### config.mk
export PLATFORM = sky130hd
export DESIGN_NAME = dith_core
export DESIGN_NICKNAME = d
export VERILOG_FILES = /design/src/rtl/dith_pkg.sv /design/src/rtl/dith_core.sv
export SDC_FILE = /design/constraint.sdc
export NUM_CORES = 1
export LEC_CHECK = 0
export BUFFER_PORTS_ARGS = -buffer_cell sky130_fd_sc_hd__buf_2
export CORE_MARGIN = 2
export CORE_UTILIZATION = 60
export CTS_CLUSTER_SIZE = 16
export DETAILED_ROUTE_END_ITERATION = 6
export MAX_ROUTING_LAYER = met4
export PLACE_DENSITY = 0.89
export SKIP_CTS_REPAIR_TIMING = 1
export SKIP_LAST_GASP = 1
export SLEW_MARGIN = 25
export SYNTH_ARGS = -nofsm -noshare
export SYNTH_HDL_FRONTEND = slang
export SYNTH_SLANG_ARGS = --single-unit
### constraint.sdc
create_clock -name clk -period 17.05 [get_ports clk]
set_input_delay 1.705 -clock clk [delete_from_list [all_inputs] [get_ports clk]]
set_output_delay 1.705 -clock clk [all_outputs]
set_load 0.03 [all_outputs]
### src/rtl/dith_pkg.sv
`timescale 1ns / 1ps
// Shared types and constants for the error-diffusion dither block.
// No dependencies; dith_ctrl, dith_core and the top level refer to it by scoped names.
package dith_pkg;

    // Pixel level and line-width register widths
    localparam int LEVEL_W     = 8;
    localparam int CFG_W       = 11;
    localparam int WIDTH_RESET = 640;

    // Every diffusion share is a multiple of 1/16
    localparam int SHARE_SHIFT = 4;

    // Per-pixel control that travels from the column tracker to the error core
    typedef struct packed {
        logic frame_start;  // beat opens a new image
        logic last;         // beat closes its line
        logic mask;         // line buffer reads as zero (first line of the image)
    } dith_ctl_t;

endpackage

### src/rtl/dith_core.sv
`timescale 1ns / 1ps
// Error core: sum, threshold, diffusion shares, line-buffer writeback and
// forwarding, and the output register. Depends on dith_pkg.
module dith_core #(
    parameter int MAX_LINE_WIDTH = 1024,
    parameter int FRACTION_BITS  = 4
) (
    input  logic                              clk,
    input  logic                              rst_n,
    input  logic                              accept,
    input  logic [$clog2(MAX_LINE_WIDTH)-1:0] in_col,
    input  logic [dith_pkg::LEVEL_W-1:0]      in_level,
    input  dith_pkg::dith_ctl_t               in_ctl,
    output logic                              in_stall,
    output logic                              mem_we,
    output logic [$clog2(MAX_LINE_WIDTH)-1:0] mem_waddr,
    output logic [FRACTION_BITS+11:0]         mem_wdata,
    input  logic [FRACTION_BITS+11:0]         mem_rdata,
    input  logic                              out_stall,
    output logic                              out_valid,
    output logic                              pixel_on
);

    localparam int AW   = FRACTION_BITS + 12;
    localparam int SW   = AW + 5;
    localparam int COLW = $clog2(MAX_LINE_WIDTH);
    localparam int ZPAD = SW - dith_pkg::LEVEL_W - FRACTION_BITS;
    localparam logic signed [SW-1:0] ACC_MAX_S = SW'((2 ** (AW - 1)) - 1);
    localparam logic signed [SW-1:0] ACC_MIN_S = SW'(-(2 ** (AW - 1)));
    localparam logic signed [AW-1:0] HALF_S    = AW'(255 * (2 ** (FRACTION_BITS - 1)));
    localparam logic signed [SW-1:0] FULL_S    = SW'(255 * (2 ** FRACTION_BITS));

    function automatic logic signed [AW-1:0] sat_acc(input logic signed [SW-1:0] v);
        logic signed [AW-1:0] r;
        if (v > ACC_MAX_S)
        begin
            r = ACC_MAX_S[AW-1:0];
        end
        else if (v < ACC_MIN_S)
        begin
            r = ACC_MIN_S[AW-1:0];
        end
        else
        begin
            r = v[AW-1:0];
        end
        return r;
    endfunction

    // Stage 1 (line-buffer data arrives here)
    logic                          s1_valid_reg, s1_valid_next;
    logic [COLW-1:0]               s1_col_reg;
    logic [dith_pkg::LEVEL_W-1:0]  s1_level_reg;
    dith_pkg::dith_ctl_t           s1_ctl_reg;
    logic                          s1_adv;
    logic                          s1_wr_en;

    // Error state
    logic signed [AW-1:0] right_reg, right_next;
    logic signed [AW-1:0] pend_reg,  pend_next;
    logic signed [AW-1:0] diag_reg,  diag_next;

    // Deferred write of the last column of a line
    logic                 tail_valid_reg, tail_valid_next;
    logic [COLW-1:0]      tail_addr_reg;
    logic signed [AW-1:0] tail_data_reg;

    // Forwarding of writes that the registered read missed
    logic                 patch_valid_reg, patch_valid_next;
    logic signed [AW-1:0] patch_data_reg;
    logic                 patch_hit;

    logic                 out_valid_reg, out_valid_next;
    logic                 pixel_on_reg;

    logic signed [AW-1:0] r_in, pend_in, diag_in, above;
    logic signed [SW-1:0] lvl_fx, sum_raw, err;
    logic signed [SW-1:0] p7, p5, p3, sh7, sh5, sh3, sh1;
    logic signed [AW-1:0] sum, bl_val, pend_new;
    logic                 white;

    assign s1_adv   = s1_valid_reg && (!out_valid_reg || !out_stall);
    assign in_stall = s1_valid_reg && !s1_adv;
    assign s1_wr_en = s1_adv && (s1_col_reg != '0);

    always_comb
    begin
        // Frame start drops all carried error
        r_in    = s1_ctl_reg.frame_start ? '0 : right_reg;
        pend_in = s1_ctl_reg.frame_start ? '0 : pend_reg;
        diag_in = s1_ctl_reg.frame_start ? '0 : diag_reg;

        if (s1_ctl_reg.mask)
        begin
            above = '0;
        end
        else if (tail_valid_reg && (tail_addr_reg == s1_col_reg))
        begin
            // Line-end write lands while the next beat already waits on it
            above = tail_data_reg;
        end
        else if (patch_valid_reg)
        begin
            above = patch_data_reg;
        end
        else
        begin
            above = $signed(mem_rdata);
        end

        lvl_fx  = $signed({{ZPAD{1'b0}}, s1_level_reg, {FRACTION_BITS{1'b0}}});
        sum_raw = lvl_fx + SW'(above) + SW'(r_in);
        sum     = sat_acc(sum_raw);
        white   = (sum > HALF_S);
        err     = white ? (SW'(sum) - FULL_S) : SW'(sum);

        // e*7, e*5, e*3 by shift-add; arithmetic shift gives the floor
        p7  = (err <<< 3) - err;
        p5  = (err <<< 2) + err;
        p3  = (err <<< 1) + err;
        sh7 = p7 >>> dith_pkg::SHARE_SHIFT;
        sh5 = p5 >>> dith_pkg::SHARE_SHIFT;
        sh3 = p3 >>> dith_pkg::SHARE_SHIFT;
        sh1 = err >>> dith_pkg::SHARE_SHIFT;

        bl_val   = sat_acc(SW'(pend_in) + sh3);
        pend_new = sat_acc(SW'(diag_in) + sh5);

        right_next = right_reg;
        pend_next  = pend_reg;
        diag_next  = diag_reg;
        if (s1_adv)
        begin
            right_next = s1_ctl_reg.last ? '0 : sat_acc(sh7);
            pend_next  = s1_ctl_reg.last ? '0 : pend_new;
            diag_next  = s1_ctl_reg.last ? '0 : sh1[AW-1:0];
        end

        tail_valid_next = s1_adv && s1_ctl_reg.last;

        // One write port: the tail slot never collides with a below-left write,
        // since the beat after a line end sits in column zero
        mem_we = tail_valid_reg || s1_wr_en;
        if (tail_valid_reg)
        begin
            mem_waddr = tail_addr_reg;
            mem_wdata = tail_data_reg;
        end
        else
        begin
            mem_waddr = s1_col_reg - COLW'(1);
            mem_wdata = bl_val;
        end

        // Catch writes that land on the column read for the beat entering or
        // waiting in stage 1; keep only a matching write
        patch_hit = mem_we && (mem_waddr == (accept ? in_col : s1_col_reg));
        if (accept)
        begin
            patch_valid_next = patch_hit;
        end
        else
        begin
            patch_valid_next = patch_valid_reg || patch_hit;
        end

        s1_valid_next = accept || (s1_valid_reg && !s1_adv);

        if (s1_adv)
        begin
            out_valid_next = 1'b1;
        end
        else if (!out_stall)
        begin
            out_valid_next = 1'b0;
        end
        else
        begin
            out_valid_next = out_valid_reg;
        end
    end

    always_ff @(posedge clk or negedge rst_n)
    begin
        if (!rst_n)
        begin
            s1_valid_reg    <= 1'b0;
            right_reg       <= '0;
            pend_reg        <= '0;
            diag_reg        <= '0;
            tail_valid_reg  <= 1'b0;
            patch_valid_reg <= 1'b0;
            out_valid_reg   <= 1'b0;
        end
        else
        begin
            s1_valid_reg    <= s1_valid_next;
            right_reg       <= right_next;
            pend_reg        <= pend_next;
            diag_reg        <= diag_next;
            tail_valid_reg  <= tail_valid_next;
            patch_valid_reg <= patch_valid_next;
            out_valid_reg   <= out_valid_next;
        end
    end

    always_ff @(posedge clk)
    begin
        if (accept)
        begin
            s1_col_reg   <= in_col;
            s1_level_reg <= in_level;
            s1_ctl_reg   <= in_ctl;
        end
        if (s1_adv)
        begin
            tail_addr_reg <= s1_col_reg;
            tail_data_reg <= pend_new;
            pixel_on_reg  <= white;
        end
        if (patch_hit)
        begin
            patch_data_reg <= mem_wdata;
        end
    end

    assign out_valid = out_valid_reg;
    assign pixel_on  = pixel_on_reg;

    a_one_write: assert property (@(posedge clk) disable iff (!rst_n)
        !(tail_valid_reg && s1_wr_en))
        else $error("tail write collides with below-left write");

    a_tail_col0: assert property (@(posedge clk) disable iff (!rst_n)
        (tail_valid_reg && s1_valid_reg) |-> (s1_col_reg == '0))
        else $error("beat after line end not in column zero");

    a_tail_follows: assert property (@(posedge clk) disable iff (!rst_n)
        (s1_adv && s1_ctl_reg.last) |=> tail_valid_reg)
        else $error("line end left no tail write");

endmodule

Yosys cells after proc, flatten, opt, wreduce, memory -nomap -nowiden
Cells that the tools add are included.
{ "totals": {"mem_bits_rw": 0, "wordCells": 75, "register_bits": 116, "memories": 0, "input_bits": 41, "out_inout_bits": 30, "latch_bits": 0, "rom_bits": 0} }
{ "classes": {"reduce_logical": 14, "addsub": 9, "div": 0, "n_mul": 0, "bitwise_logic": 0, "n_eq_ne": 3, "shifts": 0, "mux": 24, "order_cmp": 9} }
{ "op_table": {"columns": ["cell", "n"], "rows": [
  ["two-way mux 16 bit", 18],
  ["greater-than comparator 18 x 16 -> 1 bit, second input constant", 3],
  ["less-than comparator 18 x 16 -> 1 bit, second input constant", 3],
  ["adder 21 bit", 2],
  ["adder 16 x 17 -> 18 bit", 2],
  ["two-way mux 21 bit", 1],
  ["subtractor 21 bit", 1],
  ["equality test 10 bit", 2],
  ["two-way mux 10 bit", 2],
  ["adder 17 x 16 -> 18 bit", 1],
  ["adder 13 x 16 -> 17 bit", 1],
  ["greater-than comparator 17 x 16 -> 1 bit, second input constant", 1],
  ["less-than comparator 17 x 16 -> 1 bit, second input constant", 1],
  ["subtractor 16 x 13 -> 17 bit, second input constant", 1],
  ["greater-than comparator 16 x 12 -> 1 bit, second input constant", 1],
  ["nonzero test 10 bit", 1],
  ["subtractor 10 x 1 -> 10 bit, second input constant", 1],
  ["logical AND 1 bit", 6],
  ["logical OR 1 bit", 4],
  ["zero test 1 bit", 3],
  ["two-way mux 1 bit", 3],
  ["!= test 2 x 1 -> 1 bit, second input constant", 1]
]} }

Longest topological paths before layout
{ "depth": {"ltp_word": 17, "mapped_depth": 52, "ltp_nobuf": 49} }

Least setup slack after synthesis
No wires, ideal clock.
{ "synth_timing": {"path_type": "flip-flop to output port", "startpoint": "reg s1_col_reg[4]", "endpoint": "out mem_wdata[0]", "stages_incl_launch_ff": 46, "arrival_time_ns": 10.685, "t_required_ns": 15.345, "setup_slack_ns": 4.660, "n_path_buf": 4, "cell_sequence": "dfxtp_1 > clkbuf_1 > xnor2_1 > nand4_1 > nor3_1 > clkbuf_1 > mux2i_1 > nor2_1 > fa_1 > ha_1 > a211oi_2 > o21bai_1 > a311o_1 > o211a_1 > buf_6 > nor2_2 > nor2_1 > nor2_1 > [... 10 more ...] > o21a_1 > o21a_1 > o21a_1 > nor2_1 > xnor2_1 > ha_1 > a21boi_0 > o21ai_0 > a21boi_0 > o21ai_0 > a21oi_1 > o21ai_0 > a21oi_1 > o21ai_0 > a21boi_0 > o311a_1 > clkbuf_1 > o31ai_1"} }
{ "synth_between": {"elab_chain_len": 17, "word_cells_on_any_way": 20, "classes_between": "add/sub: 5; order compare: 5; eq/ne: 1; mux: 8; reduce/logical: 1"} }
{ "synth_lines": {"columns": ["element", "line_no", "text"], "rows": [
  ["start: declaration", "dith_core.sv:52", "logic [COLW-1:0] s1_col_reg;"],
  ["start signal: assignment", "dith_core.sv:211", "s1_col_reg <= in_col;"],
  ["equality test 10 bit (*)", "dith_core.sv:97", "else if (tail_valid_reg && (tail_addr_reg == s1_col_reg))"],
  ["logical AND 1 bit (*)", "dith_core.sv:97", null],
  ["two-way mux 16 bit (*)", "dith_core.sv:97", null],
  ["two-way mux 16 bit (*)", "dith_core.sv:93", "if (s1_ctl_reg.mask)"],
  ["adder 13 x 16 -> 17 bit (*)", "dith_core.sv:112", "sum_raw = lvl_fx + SW'(above) + SW'(r_in);"],
  ["adder 17 x 16 -> 18 bit (*)", "dith_core.sv:112", null],
  ["less-than comparator 18 x 16 -> 1 bit", "dith_core.sv:39", "else if (v < ACC_MIN_S)"],
  ["two-way mux 16 bit", "dith_core.sv:39", null],
  ["two-way mux 16 bit (*)", "dith_core.sv:35", "if (v > ACC_MAX_S)"],
  ["subtractor 16 x 13 -> 17 bit / greater-than comparator 16 x 12 -> 1 bit (equally long branches)", "dith_core.sv:115, dith_core.sv:114", null],
  ["two-way mux 21 bit (*)", "dith_core.sv:115", "err = white ? (SW'(sum) - FULL_S) : SW'(sum);"],
  ["adder 21 bit (*)", "dith_core.sv:120", "p3 = (err <<< 1) + err;"],
  ["adder 16 x 17 -> 18 bit (*)", "dith_core.sv:126", "bl_val = sat_acc(SW'(pend_in) + sh3);"],
  ["less-than comparator 18 x 16 -> 1 bit", "dith_core.sv:39", null],
  ["two-way mux 16 bit", "dith_core.sv:39", null],
  ["two-way mux 16 bit (*)", "dith_core.sv:35", null],
  ["two-way mux 16 bit (*)", "dith_core.sv:144", "if (tail_valid_reg)"],
  ["end: declaration", "dith_core.sv:17", "output logic [FRACTION_BITS+11:0] mem_wdata,"]
]} }
Mark *: on every way between the ends. The rest lies on a longest branch, timed or not.

Final worst setup path
{ "layout_timing": {"startpoint": "in mem_rdata[9]", "endpoint": "out mem_wdata[2]"} }
{ "layout_between": {"elab_chain_len": 16, "word_cells_on_any_way": 19, "classes_between": "add/sub: 5; order compare: 5; mux: 9"} }
{ "layout_lines": {"columns": ["element", "line_no", "text"], "rows": [
  ["start: declaration", "dith_core.sv:18", "input logic [FRACTION_BITS+11:0] mem_rdata,"],
  ["two-way mux 16 bit (*)", "dith_core.sv:102", "else if (patch_valid_reg)"],
  ["two-way mux 16 bit (*)", "dith_core.sv:97", null],
  ["two-way mux 16 bit (*)", "dith_core.sv:93", null],
  ["adder 13 x 16 -> 17 bit (*)", "dith_core.sv:112", null],
  ["adder 17 x 16 -> 18 bit (*)", "dith_core.sv:112", null],
  ["less-than comparator 18 x 16 -> 1 bit", "dith_core.sv:39", null],
  ["two-way mux 16 bit", "dith_core.sv:39", null],
  ["two-way mux 16 bit (*)", "dith_core.sv:35", null],
  ["subtractor 16 x 13 -> 17 bit / greater-than comparator 16 x 12 -> 1 bit (equally long branches)", "dith_core.sv:115, dith_core.sv:114", null],
  ["two-way mux 21 bit (*)", "dith_core.sv:115", null],
  ["adder 21 bit (*)", "dith_core.sv:120", null],
  ["adder 16 x 17 -> 18 bit (*)", "dith_core.sv:126", null],
  ["less-than comparator 18 x 16 -> 1 bit", "dith_core.sv:39", null],
  ["two-way mux 16 bit", "dith_core.sv:39", null],
  ["two-way mux 16 bit (*)", "dith_core.sv:35", null],
  ["two-way mux 16 bit (*)", "dith_core.sv:144", null]
]} }
Marked as above.

==> flow_summary.toml <==
[sta]
post-route-period-util_pct = 86.7
fin_crit_ns = 14.79
rsz0062_at_grt = "false"
hold_viol = 0
slew_headroom_pct = 49.0
tightestPinTransition_ns = 0.763
slew_violations = 0
finalSetupViolations = 0
timing.fmax_mhz = 67.6
setup_tns_ns = 0
clock_skew_ns = 0.0118

[synthesis]
async_reset_ff_share_pct = 43.4
syn_area_per_cell_sq_um = 8.79
synth_edf_count = 54
synthSimpleGateAreaFrac_pct = 17.4
synth_nets = 1367
synth-compound-area-share_pct = 22.5
synth_area_sq_mm = 0.0107
synth_cell_type_count = 88
synthFlopType = "edfxtp_1"
synth_top_family_by_area = "compound AO/OA/AOI/OAI gates"
synth.area.top_cells = "edfxtp_1 15%, ha_1 12%, dfrtp_1 11%"
syn_inst = 1214
seq_area_frac_synth_pct = 28.6
netlist.area_leader.share_pct = 15.2
synth-warning-count = 0
synth_mux_area_share_pct = 5.83
yosysTopAreaCell = "edfxtp_1"
synth_xor_area_share_pct = 7.39
yosys_register_bits = 113
synthAdderAreaFrac_pct = 14.0

[run]
max_cap_violations = 0

[critical_path]
worst_setup_path_start_kind = "input port"
cp_max_fo = 22
critPathMostFrequentCell = "o21ai_0"
crit_slowest_cell = "o21a_1"
critical_path_class = "input port to primary output"
max_stage_delay_ns = 0.65
r2r_start = "tail_valid_reg"
critPathRequiredTime_ns = 15.34
arrival_ns = 13.08
end_kind = "primary output"
r2r_setup_slack_ns = 4.45
r2r-end = "patch_data_reg[2]"
reg2reg_depth = 45

[global_route]
grt_pass1_wl_mm = 49.2
gr-total-overflow = 0
track_usage_pct = 34.8
grt_pass1_vias = 9527
antenna_found_initial = 2
grt_max_degree = 50

[hold_path]
min_to = "diag_reg[0]"
hold_class = "flip-flop to flip-flop"
hold_start = "diag_reg[0]"
min_path_cells = 2

[status]
outcome = "completed"

[placed_design]
hpwl_mm = 22.4
io_buffers = 70
place.gp.congestion = 0.998

[drt]
drtIter0Drc = 958
drtPass1Iterations = 5
post-route-drc-count = 0
drt-wirelength-per-cell_microns = 20.7
drt-vias-per-instance = 6.55
ant_nets = 0
num_vias = 9948
wl_mm = 31.4

[cts]
path_clk_slew_ns = 0.06
cts_tree = "yes"
h-tree-depth = 4
cts_buffers = 17
clock_sinks = 113
clock_path_buffers = 2
clock-root-buffer = "clkbuf_16"
clk_latency_ns = 0.44

[floorplanning]
top_level_ports = 71
initial_utilization_pct = 61.5
rows = 48
die_w_microns = 137
fp.coreArea_sq_mm = 0.0174
design.die.area_sq_mm = 0.0189
die_y_microns = 137

[layout]
syn_to_final_growth_pct = 11.1
nNetsFinal = 1430
drive_gt1_share_pct = 15.9
fill_cells = 1262
-- final cells by class --
type                            instances  area (sq um)  share of cell area [%]
Antenna cell                            3          7.51                  0.0633
Clock buffer                           17           425                    3.59
Clock inverter                         15           176                    1.49
Inverter                               80           300                    2.53
Multi-Input combinational cell        984          7180                    60.6
Sequential cell                       113          3050                    25.7
Tap cell                              225           282                    2.37
Timing Repair Buffer                   81           433                    3.65
-- cell families after synthesis --
| kind of cell | after synthesis |
|---|---|
| muxes | 56 |
| DFF | 113 |
| adders and majority gates | 113 |
| xor gates and xnor gates | 90 |
| AOI/OAI and AO/OA | 354 |
| buffers and inverters | 117 |
| and+or+nand+nor | 371 |
-- critical path: cells and delay by family --
family	cells	cell delay (ns)
simple gates	10	2.47
fa+ha+maj	5	1.93
buf+inv	4	0.44
mux	3	0.90
compound gates	22	5.63
-- synth_stat cells (4+ instances only) --
library cell / n
or2_2: 12
nand4_1: 7
o21ai_1: 11
a31oi_1: 8
nor2b_1: 52
inv_1: 74
ha_1: 101
mux2_2: 39
o211a_1: 4
a221o_1: 9
a211oi_1: 8
o211ai_1: 20
dfxtp_1: 10
nand2_1: 108
nor3_1: 20
o31ai_1: 14
or3_1: 6
nor4_1: 5
fa_1: 11
edfxtp_1: 54
a21boi_0: 10
a21oi_2: 4
mux2i_1: 16
and2_1: 5
o21a_1: 18
nand3_1: 23
inv_2: 6
nor2_1: 78
a21o_1: 16
o21ai_0: 93
nand2b_1: 20
xor2_1: 25
dfrtp_1: 49
nor3b_1: 5
clkbuf_1: 30
o21bai_1: 11
a21oi_1: 73
xnor2_1: 65
and3_1: 14
-- worst max-delay path by stage --
stage	cells after the start	slack (ns)	startpoint	end
final	44	2.26	mem_rdata[9]	mem_wdata[2]
after global routing	44	1.30	mem_rdata[9]	mem_wdata[2]
after CTS	44	2.21	mem_rdata[9]	mem_wdata[2]
after detailed placement	44	2.49	mem_rdata[9]	mem_wdata[7]
after global placement	44	3.13	mem_rdata[9]	mem_wdata[6]
after floorplan	45	4.66	s1_col_reg[4]	mem_wdata[0]
-- per-stage QoR --
step	cells	hold slack, ns	area, sq um	utilization [%]	worst slack, ns
finish	1518	0.474	11900	68.3	2.26
global route	1517	0.499	11900	68.3	1.30
CTS	1515	0.478	11800	68.2	2.21
detailed placement	1483	0.465	11200	64.8	2.49
global placement	1483	0.458	11200	64.7	3.13
floorplan	1214	0.406	10700	-	4.66
-- placed cells by master, fill, tap and decap left out, types with 14 or more instances in the layout --
cell	count
dfrtp_1	49
nand3_1	23
mux2i_1	16
nand2_1	108
edfxtp_1	54
buf_2	70
nor2b_1	52
nor2_1	78
inv_1	74
and3_1	14
nor3_1	19
o21ai_0	93
o31ai_1	14
xnor2_1	65
o211ai_1	20
clkbuf_16	17
nand2b_1	20
a21o_1	16
mux2_2	39
a21oi_1	71
ha_1	101
xor2_1	25
o21a_1	18
-- per-layer routing --
layer	vias to the layer above	GRT usage (%)	wire [microns]
met5	-	-	0
met1	4777	42.1	12600
met3	129	6.81	2600
met4	0	16.7	1450
met2	514	55.8	14700
li1	4528	-	-
Power is not shown: default switching activity piles up to over one toggle a cycle in this logic, so the estimate is an artifact.
