$ cat src/rtl/dith_pkg.sv
`timescale 1ns / 1ps
// Shared types and constants for the error-diffusion dither block.
// No dependencies; dith_ctrl, dith_core and the top level refer to it by scoped names.
package dith_pkg;

    // Pixel level and line-width register widths
    localparam int LEVEL_W     = 8;
    localparam int CFG_W       = 11;
    localparam int WIDTH_RESET = 640;

    // Every diffusion share is a multiple of 1/16
    localparam int SHARE_SHIFT = 4;

    // Per-pixel control that travels from the column tracker to the error core
    typedef struct packed {
        logic frame_start;  // beat opens a new image
        logic last;         // beat closes its line
        logic mask;         // line buffer reads as zero (first line of the image)
    } dith_ctl_t;

endpackage

$ cat src/rtl/dith_ctrl.sv
`timescale 1ns / 1ps
// Column and line tracking plus the line_width register.
// Depends on dith_pkg.
module dith_ctrl #(
    parameter int MAX_LINE_WIDTH = 1024
) (
    input  logic                            clk,
    input  logic                            rst_n,
    input  logic                            cfg_we,
    input  logic [dith_pkg::CFG_W-1:0]      cfg_wdata,
    input  logic                            accept,
    input  logic                            frame_start,
    output logic [$clog2(MAX_LINE_WIDTH)-1:0] col,
    output dith_pkg::dith_ctl_t             ctl
);

    localparam int COLW = $clog2(MAX_LINE_WIDTH);
    localparam int CW   = COLW + 1;
    localparam int WCMP = (CW > dith_pkg::CFG_W) ? CW : dith_pkg::CFG_W;
    localparam logic [WCMP-1:0] MAX_W = WCMP'(MAX_LINE_WIDTH);

    logic [dith_pkg::CFG_W-1:0] line_width_reg;
    logic [COLW-1:0]            col_reg;
    logic [COLW-1:0]            col_next;
    logic                       first_line_reg;
    logic                       first_line_next;
    logic [WCMP-1:0]            lw_ext;
    logic [WCMP-1:0]            w_eff;
    logic [WCMP-1:0]            col_inc;

    always_comb
    begin
        lw_ext = WCMP'(line_width_reg);
        // Clamp: zero acts as one, oversize acts as the buffer depth
        if (lw_ext == '0)
        begin
            w_eff = WCMP'(1);
        end
        else if (lw_ext > MAX_W)
        begin
            w_eff = MAX_W;
        end
        else
        begin
            w_eff = lw_ext;
        end

        col     = frame_start ? '0 : col_reg;
        col_inc = WCMP'(col) + WCMP'(1);

        ctl.frame_start = frame_start;
        ctl.last        = (col_inc >= w_eff);
        ctl.mask        = frame_start | first_line_reg;

        col_next        = col_reg;
        first_line_next = first_line_reg;
        if (accept)
        begin
            col_next        = ctl.last ? '0 : col_inc[COLW-1:0];
            first_line_next = ctl.last ? 1'b0 : ctl.mask;
        end
    end

    always_ff @(posedge clk or negedge rst_n)
    begin
        if (!rst_n)
        begin
            line_width_reg <= dith_pkg::CFG_W'(dith_pkg::WIDTH_RESET);
            col_reg        <= '0;
            first_line_reg <= 1'b1;
        end
        else
        begin
            if (cfg_we)
            begin
                line_width_reg <= cfg_wdata;
            end
            col_reg        <= col_next;
            first_line_reg <= first_line_next;
        end
    end

endmodule

$ cat config.mk
export PLATFORM = sky130hd
export DESIGN_NAME = dith_ctrl
export DESIGN_NICKNAME = d
export VERILOG_FILES = /design/src/rtl/dith_pkg.sv /design/src/rtl/dith_ctrl.sv
export SDC_FILE = /design/constraint.sdc
export NUM_CORES = 1
export LEC_CHECK = 0
export ABC_AREA = 1
export ABC_CLOCK_PERIOD_IN_PS = 2400
export BUFFER_PORTS_ARGS = -buffer_cell sky130_fd_sc_hd__buf_2
export CAP_MARGIN = 20
export CORE_MARGIN = 2
export CORE_UTILIZATION = 35
export CTS_CLUSTER_DIAMETER = 30
export DETAILED_ROUTE_END_ITERATION = 12
export HOLD_SLACK_MARGIN = 0.02
export PLACE_DENSITY = 0.61
export RECOVER_POWER = 50
export SLEW_MARGIN = 20
export SYNTH_ARGS = -nofsm -noshare
export SYNTH_HDL_FRONTEND = slang
export SYNTH_SLANG_ARGS = --single-unit
$ cat constraint.sdc
create_clock -name clk -period 2.4 [get_ports clk]
set_input_delay 0.24 -clock clk [delete_from_list [all_inputs] [get_ports clk]]
set_output_delay 0.24 -clock clk [all_outputs]
set_load 0.05 [all_outputs]
After elaboration in Yosys (flattened, before gate mapping). Index checks and enable logic that the tools add are counted.

Register bits: 22. Input bits: 16. Output and inout port bits: 13. Word-level logic and storage cells: 13.

$add $sub $neg: 1. Order comparisons: 2. Muxes and demuxes: 5. Bitwise gates (word level): 1. Reduce and logical (&&, ||, !) cells: 1.

Operators with widths (count): $mux 11 (2); $mux 10 (2); $add 10x1->11 const B (1); $ge 11x11->1 (1); $gt 11x11->1 const B (1); $logic_not 11->1 (1); $mux 1 (1); $or 1x1->1 (1).

Depth between registers and ports, before layout. Gate-level depths: netlist of the first run.

Depth after elaboration: 5. Depth in mapped cells: 20. Depth with buffers taken out: 19.

Worst setup path before layout of the first run. OpenSTA, ideal clock, no wires.

Kind: register -> output. From: register col_reg[0]. To: output ctl[1] in the netlist's numbering. Data arrival time: 2.778 ns. Data required time: 2.160 ns. Path slack: -0.618 ns. Cell stages (with the launch flop): 19. Path buffers: 1. Cell sequence: dfrtp_1 -> inv_1 -> nor2_2 -> ha_1 -> inv_1 -> nor2_4 -> nand2_2 -> nand2_2 -> nand2_2 -> ha_1 -> nand2_1 -> inv_1 -> nand2_1 -> nor2_1 -> nand2_1 -> nand2_1 -> nor2_2 -> buf_4 -> inv_1.

RTL lines: start: declaration (line dith_ctrl.sv:23) `logic [COLW-1:0] col_reg;`; start signal: assignment (line dith_ctrl.sv:78) `col_reg <= col_next;`; end: declaration (line dith_ctrl.sv:14) `output dith_pkg::dith_ctl_t ctl`.

==> results.yml, run 1 <==
critical_path:
  worstSetupEndpoint: "ctl[1]"
  worstPathRequired_ps: 2160
  regToRegSetupSlack_ps: 100
  critical_r2r_capture: "col_reg[4]$_DFFE_PN0P_"
  critPathMaxFanout: 3
  timing.critical_path.max_delay_family: "simple AND/OR/NAND/NOR gates"
  critical_path.startpoint: "col_reg[0]$_DFFE_PN0P_"
  data_arrival_at_the_endpoint_of_the_critical_path_ps: 2370
  worst_r2r_path_depth: 16
  critPathLaunchType: "flip-flop"
  path_cells: "inv_2 -> nor2_4 -> ha_4 -> inv_2 -> nor2_4 -> nand2_2 -> nor3_2 -> ha_1 -> nand2_2 -> inv_2 -> a21oi_2 -> nand2_2 -> nor2_4 -> clkinvlp_4 -> buf_8"
  cp_slowest_stage_delay_ps: 370
  regToRegStartpoint: "col_reg[0]$_DFFE_PN0P_"
  cp_num_cells: 15
  cpMaxStageDelayCell: "sky130_fd_sc_hd__dfrtp_1"
  worstSetupPathType: "reg2out"
  critPathBufInv: 5
  endpoint_kind: "output pin"
clock_tree:
  htreeDepth: 1
  cts.sinks: 22
  clk_path_buf_depth: 2
  cts_setup_buffers: 0
  cts-buffers-inserted: 3
  cts_tree: "yes"
  clock_latency_ps: 260
  path_clk_slew_ps: 80
  cts.root.buffer_cell: "sky130_fd_sc_hd__clkbuf_8"
sta:
  max_freq_ghz: 0.383
  final_number_of_hold_violating_endpoints: 0
  worstMarginPinSlew_ps: 1250
  grt_setup_unrepaired: "yes"
  finalSetupViolations: 1
  slew_viol_final: 0
  setup_ws_ps: -210
  maxSlewHeadroom: 0.167
  setup_total_negative_slack_ps: -210
  final_min_period_ps: 2610
  final_clock_period_utilization_by_the_worst_path: 1.09
  timing.clock.skew_ps: 1.79
final_layout:
  drive_above_1_share: 0.462
  final_net_count: 289
  final_common_cell: "sky130_fd_sc_hd__nand2_1"
  final_cell_mix: "sky130_fd_sc_hd__nand2_1 (55), sky130_fd_sc_hd__buf_2 (27), sky130_fd_sc_hd__inv_1 (19), sky130_fd_sc_hd__dfrtp_1 (19), sky130_fd_sc_hd__nand3_1 (18)"
  syn_to_final_growth_pct: 35.8
  largest_reg_flops: 11
  num_antenna_cells: 0
  fillerInstances: 445
yosys:
  yosysSeqAreaShare: 0.346
  yosysWarnings: 0
  synthesis_stage_register_bit_count: 22
  synthesis.area_um2: 1600
  synthesis.nets: 237
  cells_after_synth: 209
  avgSynthCellArea_um2: 7.66
  synth.distinct_cells: 27
route:
  drt_first_iter_violations: 96
  vias_per_cell: 4.70
  vias: 1465
  drt_wl_total_mm: 3.88
  route.detailed.drc: 0
  number_of_iterations_in_the_first_detailed_routing_pass: 4
  detail_route.wl_per_cell_um: 12.4
  antenna_violating_nets_left: 0
status:
  failed_checks: "setup timing"
  run_status: "finished, violations left"
placement:
  port_buffers: 28
  place.gp.congestion: 0.832
  dpl_worst_slack_ps: -97.5
  dp_hpwl_mm: 2.98
power_and_ir_drop:
  p_per_area_nw_per_um2: 504
  p_leak_nw: 1.10
  power_w: 0.00110
  max-vdd-ir-drop_v: 0.000269
grt:
  grt_pass1_wl_mm: 6.62
  grt_usage: 0.164
  maximum_number_of_pins_on_one_net_before_global_route_repair: 23
  first_global_vias: 1467
  grt_antenna_before_repair: 0
  grt_remaining_overflow: 0
floorplan:
  placeableCoreArea_um2: 4380
  floorplan.die_area_um2: 5130
  top_level_ports: 29
  floorplan.die.height_um: 71.6
  die-width_um: 71.6
  initial_utilization: 0.365
  rows: 24
flow_run:
  max_cap_violations: 0
min_path:
  worst_hold_path_type: "in2reg"
metrics by stage:
| step | std cells | instance area [um2] | util | hold slack (ps) |
|---|---|---|---|---|
| after floorplan | 209 | 1650 | - | -55.6 |
| after global placement | 306 | 1990 | 0.453 | 239 |
| after detailed placement | 306 | 1990 | 0.453 | 247 |
| after CTS | 312 | 2170 | 0.495 | 188 |
| after global routing | 312 | 2170 | 0.496 | 192 |
| final | 312 | 2170 | 0.496 | 194 |
layer usage:
layer / vias up / GRT usage / wire length (um)
met5: - / 0 / 0
met4: 0 / 0.0419 / 19
met3: 2 / 0.0281 / 149
met2: 28 / 0.281 / 1930
met1: 665 / 0.214 / 1780
li1: 770 / - / -
final cells by class:
type | count | area [um2] | share of cell area
multi-input combinational | 154 | 1040 | 0.478
sequential | 22 | 554 | 0.255
timing repair buffer | 52 | 333 | 0.153
inverter | 28 | 111 | 0.0512
tap | 52 | 65.1 | 0.0299
clock buffer | 3 | 41.3 | 0.0190
clock inverter | 1 | 30.0 | 0.0138
power by group:
group          internal [W]  switching (W)
clock network      0.000223       0.000127
logic              0.000138       0.000182
registers          0.000405      0.0000218
worst min-delay path by stage:
stage | startpoint | end | slack, ps | cells after the start
detailed placement | rst_n | col_reg[0]$_DFFE_PN0P_ | 250 | 1
finish | cfg_wdata[10] | line_width_reg[10]$_DFFE_PN0P_ | 190 | 3
global placement | rst_n | col_reg[0]$_DFFE_PN0P_ | 240 | 1
floorplan | rst_n | col_reg[0]$_DFFE_PN0P_ | -60 | 0
global route | cfg_wdata[7] | line_width_reg[7]$_DFFE_PN1P_ | 190 | 2
CTS | cfg_wdata[10] | line_width_reg[10]$_DFFE_PN0P_ | 190 | 3
worst reg2reg max path: stages, from the launching register on:
cell and delay (ps):
sky130_fd_sc_hd__dfrtp_1 370, sky130_fd_sc_hd__inv_2 50, sky130_fd_sc_hd__nor2_4 120, sky130_fd_sc_hd__ha_4 160, sky130_fd_sc_hd__inv_2 50, sky130_fd_sc_hd__nor2_4 130
sky130_fd_sc_hd__nand2_2 90, sky130_fd_sc_hd__nor3_2 110, sky130_fd_sc_hd__ha_1 270, sky130_fd_sc_hd__nand2_2 90, sky130_fd_sc_hd__inv_2 50, sky130_fd_sc_hd__a21oi_2 150
sky130_fd_sc_hd__nand2_2 80, sky130_fd_sc_hd__nor2_4 150, sky130_fd_sc_hd__buf_4 210, sky130_fd_sc_hd__nand3_1 100, sky130_fd_sc_hd__nand2_1 80
cell usage after synthesis, drive strengths merged:
library cell  count  area [um2]
clkbuf            1        3.75
nand2            71         282
xor2              2        25.0
nand4             2        12.5
nor2             21         109
nor3              2        10.0
inv              28         108
mux2             10         113
ha               12         150
nand3            22         130
or2               1        6.26
o21ai             5        32.5
dfstp             3        78.8
buf               4        27.5
a21oi             3        15.0
dfrtp            19         475
nand3b            3        22.5
kinds of logic (layout without fill, tap and decap cells):
group,after synthesis,after routing,share of synthesized area
XOR/XNOR,2,2,0.0156
AND/OR/NAND/NOR,122,122,0.357
AO/OA/AOI/OAI,8,8,0.0297
buffers and inverters,33,84,0.0868
multiplexers,10,10,0.0704
flip-flops,22,22,0.346
adder cells (fa/ha/maj),12,12,0.0938
repair_timing:
item	CTS	global route
hold endpoints to repair	19	0
endpoints found under the setup margin	6	12
pin swaps	15	2
hold buffers	1	0
cloned	1	0
gates resized for setup	20	4
Power figures use the tool's default switching activity.
==> run 2, diff against run 1 <==
--- a/config.mk
+++ b/config.mk
@@ -6,15 +6,16 @@
 export NUM_CORES = 1
 export LEC_CHECK = 0
 export ABC_AREA = 1
-export ABC_CLOCK_PERIOD_IN_PS = 2400
+export ABC_CLOCK_PERIOD_IN_PS = 2500
 export BUFFER_PORTS_ARGS = -buffer_cell sky130_fd_sc_hd__buf_2
 export CAP_MARGIN = 20
 export CORE_MARGIN = 2
 export CORE_UTILIZATION = 35
+export CTS_BUF_LIST = sky130_fd_sc_hd__clkbuf_4 sky130_fd_sc_hd__clkbuf_8
 export CTS_CLUSTER_DIAMETER = 30
 export DETAILED_ROUTE_END_ITERATION = 12
 export HOLD_SLACK_MARGIN = 0.02
-export PLACE_DENSITY = 0.61
+export PLACE_DENSITY = 0.59
 export RECOVER_POWER = 50
 export SLEW_MARGIN = 20
 export SYNTH_ARGS = -nofsm -noshare
==> constraint.sdc (replaced) <==
create_clock -name clk -period 2.5 [get_ports clk]
set_input_delay 0.25 -clock clk [delete_from_list [all_inputs] [get_ports clk]]
set_output_delay 0.25 -clock clk [all_outputs]
set_load 0.05 [all_outputs]
==> run 2 against run 1 <==
  * The run still ends with setup timing left
  * Sequential share of layout area rose by 1.1 points
  * Die area did not move
  * Wire length fell by 6.9%
  * Core utilization fell by 2.1 points
  * Total power fell by 6.1%
  * Worst hold slack got worse by 13 ps
  * Sequential cell count did not move
  * Critical path depth rose by 2
  * Highest routed layer unchanged
==> results.yml, run 2 (synthesis results as in run 1) <==
status:
  run_status: "finished, violations left"
  failed_checks: "setup timing"
grt:
  met1_usage: 0.205
  use_met2: 0.262
  grt_most_used_layer: "met2"
  grt_remaining_overflow: 0
  grt_usage: 0.159
  grt_pass1_wl_mm: 6.46
  use_met3: 0.0380
  grt_antenna_before_repair: 0
  maximum_number_of_pins_on_one_net_before_global_route_repair: 23
  first_global_vias: 1393
sta:
  maxSlewHeadroom: 0.177
  slew_viol_final: 0
  max_freq_ghz: 0.380
  final_number_of_hold_violating_endpoints: 0
  final_min_period_ps: 2630
  worstMarginPinSlew_ps: 1230
  setup_ws_ps: -134
  final_clock_period_utilization_by_the_worst_path: 1.05
  finalSetupViolations: 1
  timing.clock.skew_ps: 1.28
  grt_setup_unrepaired: "yes"
critical_path:
  critPathLaunchType: "flip-flop"
  data_arrival_at_the_endpoint_of_the_critical_path_ps: 2380
  critical_path.startpoint: "col_reg[1]$_DFFE_PN0P_"
  regToRegStartpoint: "col_reg[1]$_DFFE_PN0P_"
  worstSetupPathType: "reg2out"
  worstPathRequired_ps: 2250
  critPathMaxFanout: 3
  endpoint_kind: "output pin"
clock_tree:
  path_clk_slew_ps: 80
  cts.root.buffer_cell: "sky130_fd_sc_hd__clkbuf_8"
  clk_path_buf_depth: 2
  htreeDepth: 1
  clock_latency_ps: 270
  cts-buffers-inserted: 3
  cts_tree: "yes"
  cts.sinks: 22
route:
  number_of_iterations_in_the_first_detailed_routing_pass: 4
  detail_route.wl_per_cell_um: 11.8
  route.detailed.drc: 0
  drt_wl_total_mm: 3.61
  vias_per_cell: 4.73
  antenna_violating_nets_left: 0
  vias: 1442
  drt_first_iter_violations: 60
placement:
  dpl_worst_slack_ps: -15.4
  place.gp.congestion: 0.822
  dpl_cell_area_um2: 1930
  dpl.cell_count: 296
  port_buffers: 28
  dp_hpwl_mm: 2.86
power_and_ir_drop:
  max-vdd-ir-drop_v: 0.000336
  p_leak_nw: 1.06
  p_per_area_nw_per_um2: 494
flow_run:
  max_cap_violations: 0
final_layout:
  final_net_count: 282
  drive_above_1_share: 0.387
  final_util: 0.475
  largest_reg_flops: 11
  fin_area_um2: 2080
  final_common_cell: "sky130_fd_sc_hd__nand2_1"
  final_cell_count_no_fill: 305
  syn_to_final_growth_pct: 30.0
  final_cell_mix: "sky130_fd_sc_hd__nand2_1 (61), sky130_fd_sc_hd__buf_2 (26), sky130_fd_sc_hd__inv_1 (20), sky130_fd_sc_hd__dfrtp_1 (19), sky130_fd_sc_hd__nand3_1 (18)"
  num_antenna_cells: 0
floorplan:
  floorplan.die.height_um: 71.6
  rows: 24
  initial_utilization: 0.365
  floorplan.die_area_um2: 5130
  top_level_ports: 29
  die-width_um: 71.6
  placeableCoreArea_um2: 4380
min_path:
  hp-start: "cfg_wdata[10]"
  worst_hold_path_type: "in2reg"
## run 2: area by class of cell
cell class / count / area, um2
Tap cell: 52 / 65.1
Fill cell: 448 / 2300
Clock buffer: 3 / 41.3
Sequential cell: 22 / 554
Inverter: 28 / 111
Multi-Input combinational cell: 155 / 1010
Clock inverter: 1 / 30.0
Timing Repair Buffer: 44 / 269
## run 2: per-layer routing
metal	vias up	part of all wire
li1	752	-
met1	651	0.49
met2	33	0.45
met3	6	0.044
met4	0	0.017
met5	-	0
## run 2: final timing paths
kind | slack, ps | endpoint | depth (start not counted)
setup / recovery | -130 | ctl[1] | 17
hold / removal | 180 | line_width_reg[10]$_DFFE_PN0P_ | 3
setup reg to reg | 200 | col_reg[2]$_DFFE_PN0P_ | 18
hold reg to reg | 470 | first_line_reg$_DFFE_PN1P_ | 2
max in group asynchronous | 1020 | line_width_reg[8]$_DFFE_PN0P_ | 2
min in group asynchronous | 750 | col_reg[0]$_DFFE_PN0P_ | 2
## run 2: power by group
| group | total (W) | switching (W) | internal (W) |
|---|---|---|---|
| sequential | 0.000410 | 0.0000228 | 0.000388 |
| clock | 0.000341 | 0.000126 | 0.000214 |
| combinational | 0.000277 | 0.000162 | 0.000116 |
| total | 0.00103 | 0.000311 | 0.000717 |
## run 2: metrics by stage
| step | hold WS (ps) | setup TNS [ps] | total power, W |
|---|---|---|---|
| floorplan | -45.6 | -165 | 0.000589 |
| global placement | 252 | 0 | 0.000676 |
| detailed placement | 252 | -15.4 | 0.000678 |
| CTS | 165 | -193 | 0.00104 |
| global route | 188 | -400 | 0.00110 |
| finish | 181 | -134 | 0.00103 |
## run 2: what timing repair did
item,in CTS,in global routing
pin swaps,5,6
hold buffers,1,0
setup endpoints to repair,1,12
gates cloned,1,0
endpoints found under the hold margin,19,0
resized for setup,6,4
buffers inserted,0,3
## run 2: worst max-delay path: stages (launching register included)
cell,delay (ps)
sky130_fd_sc_hd__dfrtp_1,400
sky130_fd_sc_hd__nand2_1,80
sky130_fd_sc_hd__inv_2,80
sky130_fd_sc_hd__ha_4,140
sky130_fd_sc_hd__inv_2,50
sky130_fd_sc_hd__nor2_4,120
sky130_fd_sc_hd__nand2_2,100
sky130_fd_sc_hd__nor3_2,130
sky130_fd_sc_hd__ha_1,260
sky130_fd_sc_hd__nand2_1,80
sky130_fd_sc_hd__inv_1,50
sky130_fd_sc_hd__nand2_1,50
sky130_fd_sc_hd__nor2_1,40
sky130_fd_sc_hd__nand2_1,40
sky130_fd_sc_hd__nand2_1,70
sky130_fd_sc_hd__nor2_4,150
sky130_fd_sc_hd__clkinvlp_4,90
sky130_fd_sc_hd__buf_6,150
==> run 3, diff against run 2 <==
--- a/config.mk
+++ b/config.mk
@@ -16,7 +16,6 @@
 export DETAILED_ROUTE_END_ITERATION = 12
 export HOLD_SLACK_MARGIN = 0.02
 export PLACE_DENSITY = 0.59
-export RECOVER_POWER = 50
 export SLEW_MARGIN = 20
 export SYNTH_ARGS = -nofsm -noshare
 export SYNTH_HDL_FRONTEND = slang
==> run 3 against run 2 <==
  * The flow still finishes with violations (setup timing)
  * Register-to-register slack barely moved
  * Sequential power barely moved
  * Global-route usage is the same
  * Total power grew 0.58%
  * Critical path type unchanged
  * Critical endpoint unchanged
  * Largest cell class unchanged
  * Highest routed layer unchanged
==> results.yml, run 3 (synthesis results as in run 1) <==
status:
  run_status: "finished, violations left"
  failed_checks: "setup timing"
flow_run:
  max_cap_violations: 0
critical_path:
  cpMaxStageDelayCell: "sky130_fd_sc_hd__dfrtp_1"
  critical_r2r_capture: "col_reg[2]$_DFFE_PN0P_"
  cp_slowest_stage_delay_ps: 400
  endpoint_kind: "output pin"
  cpMostUsedCell: "sky130_fd_sc_hd__nand2_1"
  critPathLaunchType: "flip-flop"
  worstPathRequired_ps: 2250
  critPathMaxFanout: 3
  critPathBufInv: 5
  path_cells: "nand2_1 -> inv_2 -> ha_4 -> inv_2 -> nor2_4 -> nand2_2 -> nor3_2 -> ha_1 -> nand2_1 -> inv_1 -> nand2_1 -> nor2_1 -> nand2_1 -> nand2_1 -> nor2_4 -> clkinvlp_4 -> buf_6"
  timing.critical_path.max_delay_family: "simple AND/OR/NAND/NOR gates"
  worstSetupPathType: "reg2out"
  data_arrival_at_the_endpoint_of_the_critical_path_ps: 2380
  regToRegSetupSlack_ps: 200
  worst_r2r_path_depth: 18
  regToRegStartpoint: "col_reg[1]$_DFFE_PN0P_"
final_layout:
  final_cell_mix: "sky130_fd_sc_hd__nand2_1 (61), sky130_fd_sc_hd__buf_2 (27), sky130_fd_sc_hd__inv_1 (20), sky130_fd_sc_hd__dfrtp_1 (19), sky130_fd_sc_hd__nand3_1 (18)"
  syn_to_final_growth_pct: 30.8
  fillerInstances: 445
  num_antenna_cells: 0
  final_net_count: 282
  drive_above_1_share: 0.411
  final_common_cell: "sky130_fd_sc_hd__nand2_1"
  largest_reg_flops: 11
grt:
  maximum_number_of_pins_on_one_net_before_global_route_repair: 23
  grt_usage: 0.159
  grt_pass1_wl_mm: 6.46
  grt_antenna_before_repair: 0
  grt_remaining_overflow: 0
  first_global_vias: 1393
floorplan:
  initial_utilization: 0.365
  die-width_um: 71.6
  floorplan.die.height_um: 71.6
  rows: 24
  floorplan.die_area_um2: 5130
  placeableCoreArea_um2: 4380
  top_level_ports: 29
clock_tree:
  clk_path_buf_depth: 2
  htreeDepth: 1
  cts.root.buffer_cell: "sky130_fd_sc_hd__clkbuf_8"
  path_clk_slew_ps: 80
  clock_latency_ps: 270
  cts_tree: "yes"
  cts-buffers-inserted: 3
  cts.sinks: 22
min_path:
  timing.hold.worst_path_depth: 3
  hp-start: "cfg_wdata[10]"
  min_delay_worst_endpoint: "line_width_reg[10]$_DFFE_PN0P_"
  worst_hold_path_type: "in2reg"
route:
  drt_first_iter_violations: 69
  vias: 1451
  number_of_iterations_in_the_first_detailed_routing_pass: 4
  detail_route.wl_per_cell_um: 11.8
  drt_wl_total_mm: 3.61
  route.detailed.drc: 0
  vias_per_cell: 4.76
  antenna_violating_nets_left: 0
sta:
  maxSlewHeadroom: 0.657
  grt_setup_unrepaired: "yes"
  setup_ws_ps: -134
  final_min_period_ps: 2630
  max_freq_ghz: 0.380
  setup_total_negative_slack_ps: -134
  worstMarginPinSlew_ps: 515
  timing.clock.skew_ps: 1.35
  final_clock_period_utilization_by_the_worst_path: 1.05
  final_number_of_hold_violating_endpoints: 0
  finalSetupViolations: 1
  slew_viol_final: 0
power_and_ir_drop:
  p_leak_nw: 1.07
  max-vdd-ir-drop_v: 0.000337
  p_per_area_nw_per_um2: 494
placement:
  dpl_worst_slack_ps: -15.4
  dp_hpwl_mm: 2.86
  place.gp.congestion: 0.822
  port_buffers: 28
-- run 3: cell types whose count changed in the layout (fill, tap and decap cells not counted), sizes merged --
| cell | delta |
|---|---|
| buf | +5 |
| clkbuf | -5 |
-- run 3: tightest hold or removal path: cells and delay by family --
family                 cells  cell delay [ps]
buffers and inverters      1               70
and+or+nand+nor            1               40
AOI/OAI and AO/OA          1               50
-- run 3: routing by layer --
| layer | wire, um | GRT usage | vias to the layer above |
|---|---|---|---|
| li1 | - | - | 752 |
| met1 | 1740 | 0.205 | 658 |
| met2 | 1630 | 0.262 | 35 |
| met3 | 176 | 0.0380 | 6 |
| met4 | 61 | 0.0545 | 0 |
| met5 | 0 | 0 | - |
-- run 3: report_power, final --
group	leakage [nW]	internal (W)	switching, W
registers	0.273	0.000389	0.0000230
logic	0.765	0.000120	0.000162
clock network	0.0357	0.000214	0.000127
total	1.07	0.000723	0.000311
-- run 3: area by class of cell --
cell class                 instances  area [um2]  share of cell area
multi-input combinational        155        1010               0.482
sequential                        22         554               0.265
timing repair buffer              44         282               0.134
inverter                          28         111              0.0532
tap                               52        65.1              0.0311
clock buffer                       3        41.3              0.0197
clock inverter                     1        30.0              0.0143
-- run 3: per-stage QoR --
stage	instances	util	total power (W)	cell area (um2)	hold WS, ps
floorplan	209	-	0.000589	1650	-45.6
global placement	296	0.439	0.000676	1930	252
detailed placement	296	0.439	0.000678	1930	252
CTS	302	0.467	0.00104	2050	165
global route	305	0.477	0.00110	2090	188
finish	305	0.477	0.00103	2090	181
-- run 3: worst max path at each step --
stage,startpoint,endpoint,slack [ps],cells after the start
after floorplan,col_reg[0]$_DFFE_PN0P_,ctl[1],-170,17
after global routing,col_reg[0]$_DFFE_PN0P_,ctl[1],-340,18
after detailed placement,frame_start,ctl[1],-20,17
after global placement,frame_start,ctl[1],8,17
after CTS,line_width_reg[3]$_DFFE_PN0P_,ctl[1],-190,14
final,col_reg[1]$_DFFE_PN0P_,ctl[1],-130,17
-- run 3: what timing repair did --
item / 4_1_cts / 5_1_grt
hold buffers: 1 / 0
endpoints found under the setup margin: 1 / 12
pin swaps: 5 / 6
cloned: 1 / 0
setup buffers: 0 / 3
gates resized for setup: 6 / 4
endpoints found under the hold margin: 19 / 0
